File: src/design/dis_pkg.sv
// ----------------------------------------------------------------------------
// dis_pkg
// Shared types, codes and helpers of the disjoint interval set.
// ----------------------------------------------------------------------------
`default_nettype none

package dis_pkg;

  // Default capacity of the interval list
  localparam int MAX_INTERVALS_DEF = 16;

  // Action codes
  localparam logic [2:0] ACT_ADD      = 3'd0;
  localparam logic [2:0] ACT_REMOVE   = 3'd1;
  localparam logic [2:0] ACT_CONTAINS = 3'd2;
  localparam logic [2:0] ACT_CLEAR    = 3'd3;
  localparam logic [2:0] ACT_READ     = 3'd4;

  // Status codes
  localparam logic [1:0] STAT_OK       = 2'd0;
  localparam logic [1:0] STAT_ABNORMAL = 2'd1;
  localparam logic [1:0] STAT_FULL     = 2'd2;

  // One stored interval
  typedef struct packed {
    logic signed [63:0] lo;
    logic signed [63:0] hi;
  } entry_t;

  // One request as latched by the engine
  typedef struct packed {
    logic [2:0]         action;
    logic signed [63:0] start_time;
    logic signed [63:0] end_time;
    logic signed [63:0] query_time;
    logic [3:0]         entry_index;
  } req_t;

  // One result
  typedef struct packed {
    logic               hit;
    logic signed [63:0] entry_start;
    logic signed [63:0] entry_end;
    logic signed [63:0] earliest;
    logic signed [63:0] latest;
    logic [4:0]         entry_count;
    logic [1:0]         status;
  } res_t;

  // An interval ending at e_first touches one starting at s_second (65-bit compare)
  function automatic logic touches(input logic signed [63:0] e_first,
                                   input logic signed [63:0] s_second);
    logic signed [64:0] a;
    logic signed [64:0] b;
    a = {e_first[63], e_first};
    b = {s_second[63], s_second};
    return a >= (b - 65'sd1);
  endfunction

endpackage

`default_nettype wire

File: src/design/dis_engine.sv
// ----------------------------------------------------------------------------
// dis_engine
// Request sequencer: walks the current bank of the entry store and, for add
// or remove, streams the new list into the other bank, then swaps on success.
// ----------------------------------------------------------------------------
`default_nettype none

module dis_engine #(
  parameter int MAX_INTERVALS = dis_pkg::MAX_INTERVALS_DEF,
  parameter int IDX_W         = $clog2(MAX_INTERVALS),
  parameter int AW            = IDX_W + 1
) (
  input  wire logic            clk,
  input  wire logic            rst_n,
  input  wire logic            start,
  input  wire dis_pkg::req_t   req,
  output logic                 ready,
  output logic                 res_valid,
  input  wire logic            res_take,
  output dis_pkg::res_t        res,
  output logic                 mem_we,
  output logic [AW-1:0]        mem_waddr,
  output dis_pkg::entry_t      mem_wdata,
  output logic [AW-1:0]        mem_raddr,
  input  wire dis_pkg::entry_t mem_rdata
);

  localparam int CNT_W = $clog2(MAX_INTERVALS + 1);
  localparam logic [CNT_W-1:0] MAX_CNT = CNT_W'(MAX_INTERVALS);

  localparam logic [2:0] S_IDLE  = 3'd0;
  localparam logic [2:0] S_RD    = 3'd1;
  localparam logic [2:0] S_PROC  = 3'd2;
  localparam logic [2:0] S_SPLIT = 3'd3;
  localparam logic [2:0] S_FLUSH = 3'd4;
  localparam logic [2:0] S_CMT   = 3'd5;
  localparam logic [2:0] S_FIN   = 3'd6;

  logic [2:0]         state_r, state_nxt;
  logic               bank_r, bank_nxt;
  logic [CNT_W-1:0]   cnt_r, cnt_nxt;
  logic [CNT_W-1:0]   rd_i_r, rd_i_nxt;
  logic [CNT_W-1:0]   wr_i_r, wr_i_nxt;
  logic               ovf_r, ovf_nxt;
  logic               ins_r, ins_nxt;
  dis_pkg::req_t      req_r, req_nxt;
  logic signed [63:0] ns_r, ns_nxt;
  logic signed [63:0] ne_r, ne_nxt;
  logic               hit_r, hit_nxt;
  logic signed [63:0] rs_out_r, rs_out_nxt;
  logic signed [63:0] re_out_r, re_out_nxt;
  logic [1:0]         status_r, status_nxt;
  logic signed [63:0] first_r, first_nxt;
  logic signed [63:0] last_r, last_nxt;
  logic signed [63:0] nfirst_r, nfirst_nxt;
  logic signed [63:0] nlast_r, nlast_nxt;

  logic               emit_v;
  logic signed [63:0] emit_s;
  logic signed [63:0] emit_e;
  logic               adv;
  logic [CNT_W-1:0]   rd_i_inc;
  logic signed [63:0] rs;
  logic signed [63:0] re;
  logic signed [63:0] s;
  logic signed [63:0] e;
  logic signed [63:0] t;
  logic [IDX_W+3:0]   idx_w;
  logic [CNT_W+3:0]   idx_ext;
  logic [CNT_W+3:0]   cnt_ext;
  logic [CNT_W+4:0]   cnt_out;

  assign rs       = mem_rdata.lo;
  assign re       = mem_rdata.hi;
  assign s        = req_r.start_time;
  assign e        = req_r.end_time;
  assign t        = req_r.query_time;
  assign rd_i_inc = rd_i_r + 1'b1;
  assign idx_w    = (IDX_W + 4)'(req_r.entry_index);
  assign idx_ext  = (CNT_W + 4)'(req.entry_index);
  assign cnt_ext  = (CNT_W + 4)'(cnt_r);

  // Sequence one request
  always_comb begin
    state_nxt  = state_r;
    bank_nxt   = bank_r;
    cnt_nxt    = cnt_r;
    rd_i_nxt   = rd_i_r;
    wr_i_nxt   = wr_i_r;
    ovf_nxt    = ovf_r;
    ins_nxt    = ins_r;
    req_nxt    = req_r;
    ns_nxt     = ns_r;
    ne_nxt     = ne_r;
    hit_nxt    = hit_r;
    rs_out_nxt = rs_out_r;
    re_out_nxt = re_out_r;
    status_nxt = status_r;
    first_nxt  = first_r;
    last_nxt   = last_r;
    nfirst_nxt = nfirst_r;
    nlast_nxt  = nlast_r;
    emit_v     = 1'b0;
    emit_s     = ns_r;
    emit_e     = ne_r;
    adv        = 1'b0;
    mem_we     = 1'b0;
    mem_waddr  = {~bank_r, wr_i_r[IDX_W-1:0]};
    mem_wdata  = '{lo: ns_r, hi: ne_r};
    mem_raddr  = {bank_r, rd_i_r[IDX_W-1:0]};
    if (req_r.action == dis_pkg::ACT_READ) begin
      mem_raddr = {bank_r, idx_w[IDX_W-1:0]};
    end

    unique case (state_r)
      S_IDLE: begin
        if (start) begin
          req_nxt    = req;
          hit_nxt    = 1'b0;
          rs_out_nxt = '0;
          re_out_nxt = '0;
          status_nxt = dis_pkg::STAT_OK;
          rd_i_nxt   = '0;
          wr_i_nxt   = '0;
          ovf_nxt    = 1'b0;
          ins_nxt    = 1'b0;
          ns_nxt     = req.start_time;
          ne_nxt     = req.end_time;
          case (req.action)
            dis_pkg::ACT_ADD, dis_pkg::ACT_REMOVE: begin
              if (req.start_time > req.end_time) begin
                status_nxt = dis_pkg::STAT_ABNORMAL;
                state_nxt  = S_FIN;
              end else begin
                state_nxt = (cnt_r == '0) ? S_FLUSH : S_RD;
              end
            end
            dis_pkg::ACT_CONTAINS: state_nxt = (cnt_r == '0) ? S_FIN : S_RD;
            dis_pkg::ACT_CLEAR: begin
              cnt_nxt   = '0;
              state_nxt = S_FIN;
            end
            dis_pkg::ACT_READ: state_nxt = (idx_ext < cnt_ext) ? S_RD : S_FIN;
            default: state_nxt = S_FIN;
          endcase
        end
      end

      S_RD: state_nxt = S_PROC;

      S_PROC: begin
        case (req_r.action)
          dis_pkg::ACT_ADD: begin
            if (ins_r || !dis_pkg::touches(re, s)) begin
              emit_v = 1'b1; emit_s = rs; emit_e = re; adv = 1'b1;
            end else if (dis_pkg::touches(e, rs)) begin
              // merge touching entry into the pending interval
              if (rs < ns_r) ns_nxt = rs;
              if (re > ne_r) ne_nxt = re;
              adv = 1'b1;
            end else begin
              // place pending interval, then revisit this entry
              emit_v    = 1'b1;
              ins_nxt   = 1'b1;
              state_nxt = S_RD;
            end
          end
          dis_pkg::ACT_REMOVE: begin
            if (re < s || e < rs) begin
              emit_v = 1'b1; emit_s = rs; emit_e = re; adv = 1'b1;
            end else if (rs < s && e < re) begin
              // split: lower piece now, upper piece next cycle
              emit_v    = 1'b1; emit_s = rs; emit_e = s - 64'sd1;
              ns_nxt    = e + 64'sd1;
              ne_nxt    = re;
              state_nxt = S_SPLIT;
            end else if (rs < s) begin
              emit_v = 1'b1; emit_s = rs; emit_e = s - 64'sd1; adv = 1'b1;
            end else if (e < re) begin
              emit_v = 1'b1; emit_s = e + 64'sd1; emit_e = re; adv = 1'b1;
            end else begin
              adv = 1'b1;
            end
          end
          dis_pkg::ACT_CONTAINS: begin
            if (rs <= t && t <= re) hit_nxt = 1'b1;
            adv = 1'b1;
          end
          dis_pkg::ACT_READ: begin
            rs_out_nxt = rs;
            re_out_nxt = re;
            state_nxt  = S_FIN;
          end
          default: state_nxt = S_FIN;
        endcase
      end

      S_SPLIT: begin
        emit_v = 1'b1;
        adv    = 1'b1;
      end

      S_FLUSH: begin
        if (req_r.action == dis_pkg::ACT_ADD && !ins_r) emit_v = 1'b1;
        state_nxt = S_CMT;
      end

      S_CMT: begin
        if (req_r.action == dis_pkg::ACT_ADD || req_r.action == dis_pkg::ACT_REMOVE) begin
          if (ovf_r) begin
            status_nxt = dis_pkg::STAT_FULL;
          end else begin
            bank_nxt  = ~bank_r;
            cnt_nxt   = wr_i_r;
            first_nxt = nfirst_r;
            last_nxt  = nlast_r;
          end
        end
        state_nxt = S_FIN;
      end

      S_FIN: begin
        if (res_take) state_nxt = S_IDLE;
      end

      default: state_nxt = S_IDLE;
    endcase

    // Advance to the next stored entry
    if (adv) begin
      rd_i_nxt  = rd_i_inc;
      state_nxt = (rd_i_inc == cnt_r) ? S_FLUSH : S_RD;
    end

    // Write one entry of the new list into the other bank, or flag overflow when full
    if (emit_v) begin
      if (wr_i_r == MAX_CNT) begin
        ovf_nxt = 1'b1;
      end else begin
        mem_we    = 1'b1;
        mem_wdata = '{lo: emit_s, hi: emit_e};
        wr_i_nxt  = wr_i_r + 1'b1;
        if (wr_i_r == '0) nfirst_nxt = emit_s;
        nlast_nxt = emit_e;
      end
    end
  end

  // Control state
  always_ff @(posedge clk) begin
    if (!rst_n) begin
      state_r <= S_IDLE;
      bank_r  <= 1'b0;
      cnt_r   <= '0;
    end else begin
      state_r <= state_nxt;
      bank_r  <= bank_nxt;
      cnt_r   <= cnt_nxt;
    end
  end

  // Working registers
  always_ff @(posedge clk) begin
    rd_i_r   <= rd_i_nxt;
    wr_i_r   <= wr_i_nxt;
    ovf_r    <= ovf_nxt;
    ins_r    <= ins_nxt;
    req_r    <= req_nxt;
    ns_r     <= ns_nxt;
    ne_r     <= ne_nxt;
    hit_r    <= hit_nxt;
    rs_out_r <= rs_out_nxt;
    re_out_r <= re_out_nxt;
    status_r <= status_nxt;
    first_r  <= first_nxt;
    last_r   <= last_nxt;
    nfirst_r <= nfirst_nxt;
    nlast_r  <= nlast_nxt;
  end

  // Result
  assign cnt_out   = (CNT_W + 5)'(cnt_r);
  assign ready     = (state_r == S_IDLE);
  assign res_valid = (state_r == S_FIN);
  assign res.hit         = hit_r;
  assign res.entry_start = rs_out_r;
  assign res.entry_end   = re_out_r;
  assign res.earliest    = (cnt_r != '0) ? first_r : 64'sd0;
  assign res.latest      = (cnt_r != '0) ? last_r : 64'sd0;
  assign res.entry_count = cnt_out[4:0];
  assign res.status      = status_r;

endmodule

`default_nettype wire

File: config.mk
export PLATFORM = sky130hd
export DESIGN_NAME = dis_engine
export DESIGN_NICKNAME = d
export VERILOG_FILES = /design/src/design/dis_pkg.sv /design/src/design/dis_engine.sv
export SDC_FILE = /design/constraint.sdc
export NUM_CORES = 2
export LEC_CHECK = 0
export BUFFER_PORTS_ARGS = -buffer_cell sky130_fd_sc_hd__buf_2
export CAP_MARGIN = 10
export CORE_MARGIN = 1
export CORE_UTILIZATION = 30
export CTS_CLUSTER_DIAMETER = 50
export DETAILED_ROUTE_END_ITERATION = 10
export PLACE_DENSITY = 0.51
export RECOVER_POWER = 100
export SYNTH_ARGS = -nofsm -noshare
export SYNTH_HDL_FRONTEND = slang
export SYNTH_SLANG_ARGS = --single-unit
export TNS_END_PERCENT = 1
File: constraint.sdc
create_clock -name clk -period 14 [get_ports clk]
set_input_delay 2.8 -clock clk [delete_from_list [all_inputs] [get_ports clk]]
set_output_delay 2.8 -clock clk [all_outputs]
set_load 0.005 [all_outputs]
[After elaboration in Yosys (flattened, before gate mapping)]
Index checks and enable logic that the tools add are counted.
Word-level totals
  output and inout port bits: 405
  input bits: 331
  logic and storage cells: 218
  register bits: 735
Operators by class
  reductions and logical operators: 32
  bitwise operators: 3
  eq/ne operators: 41
  mux-type cells: 102
  add/subtract/negate cells: 6
  $lt $le $gt $ge: 12
Operators with widths (count)
  $mux 64: 29
  $pmux 64 s2: 8
  $lt 64x64->1: 5
  $mux 128: 2
  $ge 64x65->1: 2
  $sub 64x2->65 const B: 2
  $gt 64x64->1: 2
  $le 64x64->1: 2
  $add 64x2->64 const B: 1
  $sub 64x2->64 const B: 1
  $mux 5: 11
  $mux 3: 12
  $mux 1: 25
  $ne 3x3->1 const B: 8
  $reduce_and 8->1: 3
  $ne 2x2->1 const B: 11
  $pmux 3 s7: 1
  $pmux 3 s3: 2
  $ne 4x4->1 const B: 4
  $eq 3x2->1 const B: 5
  $eq 3x3->1 const B: 5
  $add 5x1->5 const B: 2
  $logic_not 5->1: 2
  $pmux 5 s2: 1
  24 further kinds: 50

[Longest topological paths before layout]
  depth in word-level cells: 9
  depth in mapped cells: 29
  depth with buffers taken out: 26

[Least setup slack after synthesis]
OpenSTA, ideal clock, no wires.
  path type: in2out
  start point: input mem_rdata[78] (netlist bit)
  end point: output mem_wdata[126] (netlist bit)
  buffers on the path: 2
  data arrival time: 10.535 ns
  cell stages on the path: 25
  slack: 0.665 ns
  required time: 11.200 ns
  cell sequence: buf_2 > or4_1 > or3_1 > nor4b_4 > nand4_2 > or4_4 > or4_4 > nor4_4 > nand2_1 > nor4_4 > nand4_1 > xnor2_1 > ha_1 > a21o_1 > a21o_1 > a221oi_1 > o21ai_0 > nor4_1 > a2bb2oi_1 > a31oi_1 > a211o_1 > nand2_1 > inv_2 > clkbuf_1 > a22o_1
RTL lines
  from (decl): RTL line dis_engine.sv:25  | input wire dis_pkg::entry_t mem_rdata
  to (decl): RTL line dis_engine.sv:23  | output dis_pkg::entry_t mem_wdata,

==> run metrics <==
register area share after synthesis=0.426; post-synthesis instance total=5177; FF/Latch Area=21900 sq um; number of enable-type register cells in the synthesized netlist=720; Yosys Warn Count=0; total of cells resized after clock tree synthesis=0; DIE WIDTH=416 um; Tightest Hold Check Type=reg -> reg; number of antenna violations at the first check in global routing=42; number of setup buffers added after CTS=0; commonest non-fill, non-tap cell in the layout=edfxtp_1; internal reg-to-reg setup slack=1.32 ns; number of hold violations in the final report=0; Routed wire per std cell=30.7 um; Max FO, Critical Path=72; Total GRT Usage=0.284; area added between synthesis and finish=19.3%; P per Cell Area=177 nW/um^2; RSZ-0062 raised after global routing=no; DRT Pass-1 Iters=8; Setup TNS Final=0 ns; clock period minus final worst setup slack=13.70 ns; final core utilization=0.361; ANT nets after route=0; half-perimeter wire length of the detailed placement result=203000 um; via count normalized by instance count=5.58; area of the core=170000 sq um; most frequent cells in the layout=edfxtp_1, ha_1, inv_1; count of state elements after synthesis=735; final cycle utilization of the critical path=0.978; cts-stage hold buffer count=0; TritonCTS buffer count=117; # clock sinks=735; die area=173000 sq um; Mapped Area=51500 sq um; starting utilization of the core area=0.303; count of final setup violators=0; headroom to the max-slew limit=-1.93; violations in the final reports=max-capacitance violations, max-slew violations; unique cell type count in the Yosys netlist=82; wire length of the first global-routing pass=345000 um; crit path launch type=input pin; leakage power summed over all cells=0.0262 uW; data arrival time at the worst-slack endpoint=10.90 ns; via total after detailed routing=46162; Crit Path Class=in -> out; worst clock skew on the final layout=0.0650 ns; outcome=complete, but fails checks; clock-pin transition on the worst setup and hold timing paths=0.06 ns; share of synthesized flip-flops with an asynchronous set or reset=0; routability congestion estimate=0.963; via count of the first global-routing pass=44208; total gr overflow=0; Die Span Y=416 um; mean cell area of the mapped netlist=9.94 sq um; maximum clock path buffer count=3; area of the multi-input gates=27100 sq um; Layout Nets=6975; drt initial violations=4564; number of levels the H-tree was split into=3; slew at the pin with the worst max-slew slack=4.40 ns; number of max-slew violations in the final report=1213; Ports=736; DRC Markers=0; Worst setup EP type=output pin; IO Port Bufs=735; fraction of layout instances using a drive strength above 1=0.102; pin count of the biggest net entering global routing=97; WL final=254000 um; library cell used as clock root buffer=clkbuf_16; most common flop cell mapped by yosys=edfxtp_1; required time worst endpoint=11.20 ns; max_cap viols=27; maximum vdd ir drop=0.108 mV; Skew-Pair Late Insertion Delay=0.82 ns; filler instances=17474; Row Count=151; post-synth net total=6220; TritonCTS clock tree=built; Max Fclk=73.0 MHz
-- cell usage after synthesis, types with 11 or more instances --
cell / count / area share
buf_1: 12 / 0.00088
clkbuf_1: 157 / 0.011
dfxtp_1: 15 / 0.0058
or3_1: 27 / 0.0033
o211ai_1: 27 / 0.0039
a21o_1: 272 / 0.040
a22o_1: 101 / 0.017
nand2b_1: 19 / 0.0023
xor2_1: 35 / 0.0060
a31oi_1: 11 / 0.0013
o31ai_1: 18 / 0.0026
o2bb2ai_1: 23 / 0.0039
and3_1: 21 / 0.0026
nor2_1: 354 / 0.026
nor3_1: 93 / 0.0090
o221ai_1: 15 / 0.0026
a22oi_1: 24 / 0.0035
o21ai_0: 270 / 0.026
and4_1: 23 / 0.0039
o21a_1: 12 / 0.0018
a2bb2oi_1: 15 / 0.0026
edfxtp_1: 720 / 0.42
a221oi_1: 32 / 0.0054
nand4_1: 163 / 0.020
ha_1: 712 / 0.17
nand2_1: 446 / 0.033
nand3_1: 122 / 0.012
nor2b_1: 153 / 0.019
a211oi_1: 36 / 0.0053
mux2_2: 12 / 0.0026
and2_1: 15 / 0.0018
a32o_1: 11 / 0.0021
a21oi_1: 370 / 0.036
nor4_1: 43 / 0.0052
a211o_1: 20 / 0.0034
xnor2_1: 157 / 0.027
or4_1: 15 / 0.0022
inv_1: 479 / 0.035
-- layout make-up --
type | count | area share
multi-input combinational | 3779 | 0.442
sequential | 735 | 0.357
timing repair buffer | 817 | 0.0608
clock buffer | 133 | 0.0490
tap | 2218 | 0.0452
inverter | 482 | 0.0296
clock inverter | 87 | 0.0154
antenna | 28 | 0.00114
-- layer usage --
metal  vias up  track usage  part of all wire
li1      20721            -                 -
met1     22820        0.344              0.39
met2      2073        0.480              0.48
met3       538       0.0434             0.064
met4        10        0.158             0.062
met5         -            0           0.00028
-- report_power, final --
group          switching [uW]  leakage [uW]  internal, uW
Clock                    1250       0.00192          1730
Combinational            2630        0.0174          1350
Sequential                626       0.00686          3260
Total                    4500        0.0262          6340
-- worst paths after layout --
check                                   start             to  cells past startpoint
worst min-delay path              nlast_r[60]     last_r[60]                      0
worst max register to register          s[12]   nfirst_r[26]                     22
worst min register to register    nlast_r[60]     last_r[60]                      0
worst max-delay path            mem_rdata[69]  mem_wdata[52]                     26
-- per-stage QoR --
step,cells,setup WS [ns],hold slack [ns],power (uW),area [sq um]
6_report,8279,0.304,0.408,10800,61400
5_1_grt,8273,0.0726,0.412,11300,61400
4_1_cts,8251,0.489,0.406,10800,62100
3_5_place_dp,8031,0.511,0.405,7830,58100
3_3_place_gp,8031,0.601,0.400,7790,58100
2_1_floorplan,5177,0.665,0.400,5950,51500
-- cell families after synthesis --
logic type / Yosys count / synth area share
AOI/OAI and AO/OA: 1318 / 0.168
xor gates and xnor gates: 192 / 0.0327
adders and majority gates: 712 / 0.173
buffers and inverters: 663 / 0.0489
DFF: 735 / 0.426
muxes: 16 / 0.00340
and+or+nand+nor: 1541 / 0.148
-- critical path, cell delays in order --
cell and delay (ns):
buf_2 0.17, or4_1 0.65, nor4_4 0.56, nor4b_4 0.51, nand4_2 0.30, or4_1 0.60, or4_4 0.48, nor4_4 0.19
nand2_1 0.16, nor4_4 0.15, buf_4 0.22, nand4_1 0.13, xnor2_1 0.16, ha_1 0.33, nand4_1 0.20, nor4_1 0.44
o311a_1 0.32, nor4_1 0.07, a2bb2oi_1 0.64, a31oi_1 0.17, a211o_1 0.41, nand2_1 0.19, clkinv_4 0.16, buf_12 0.25
mux2_2 0.36, buf_2 0.13
Note: power is estimated with default switching activity, not from simulation.
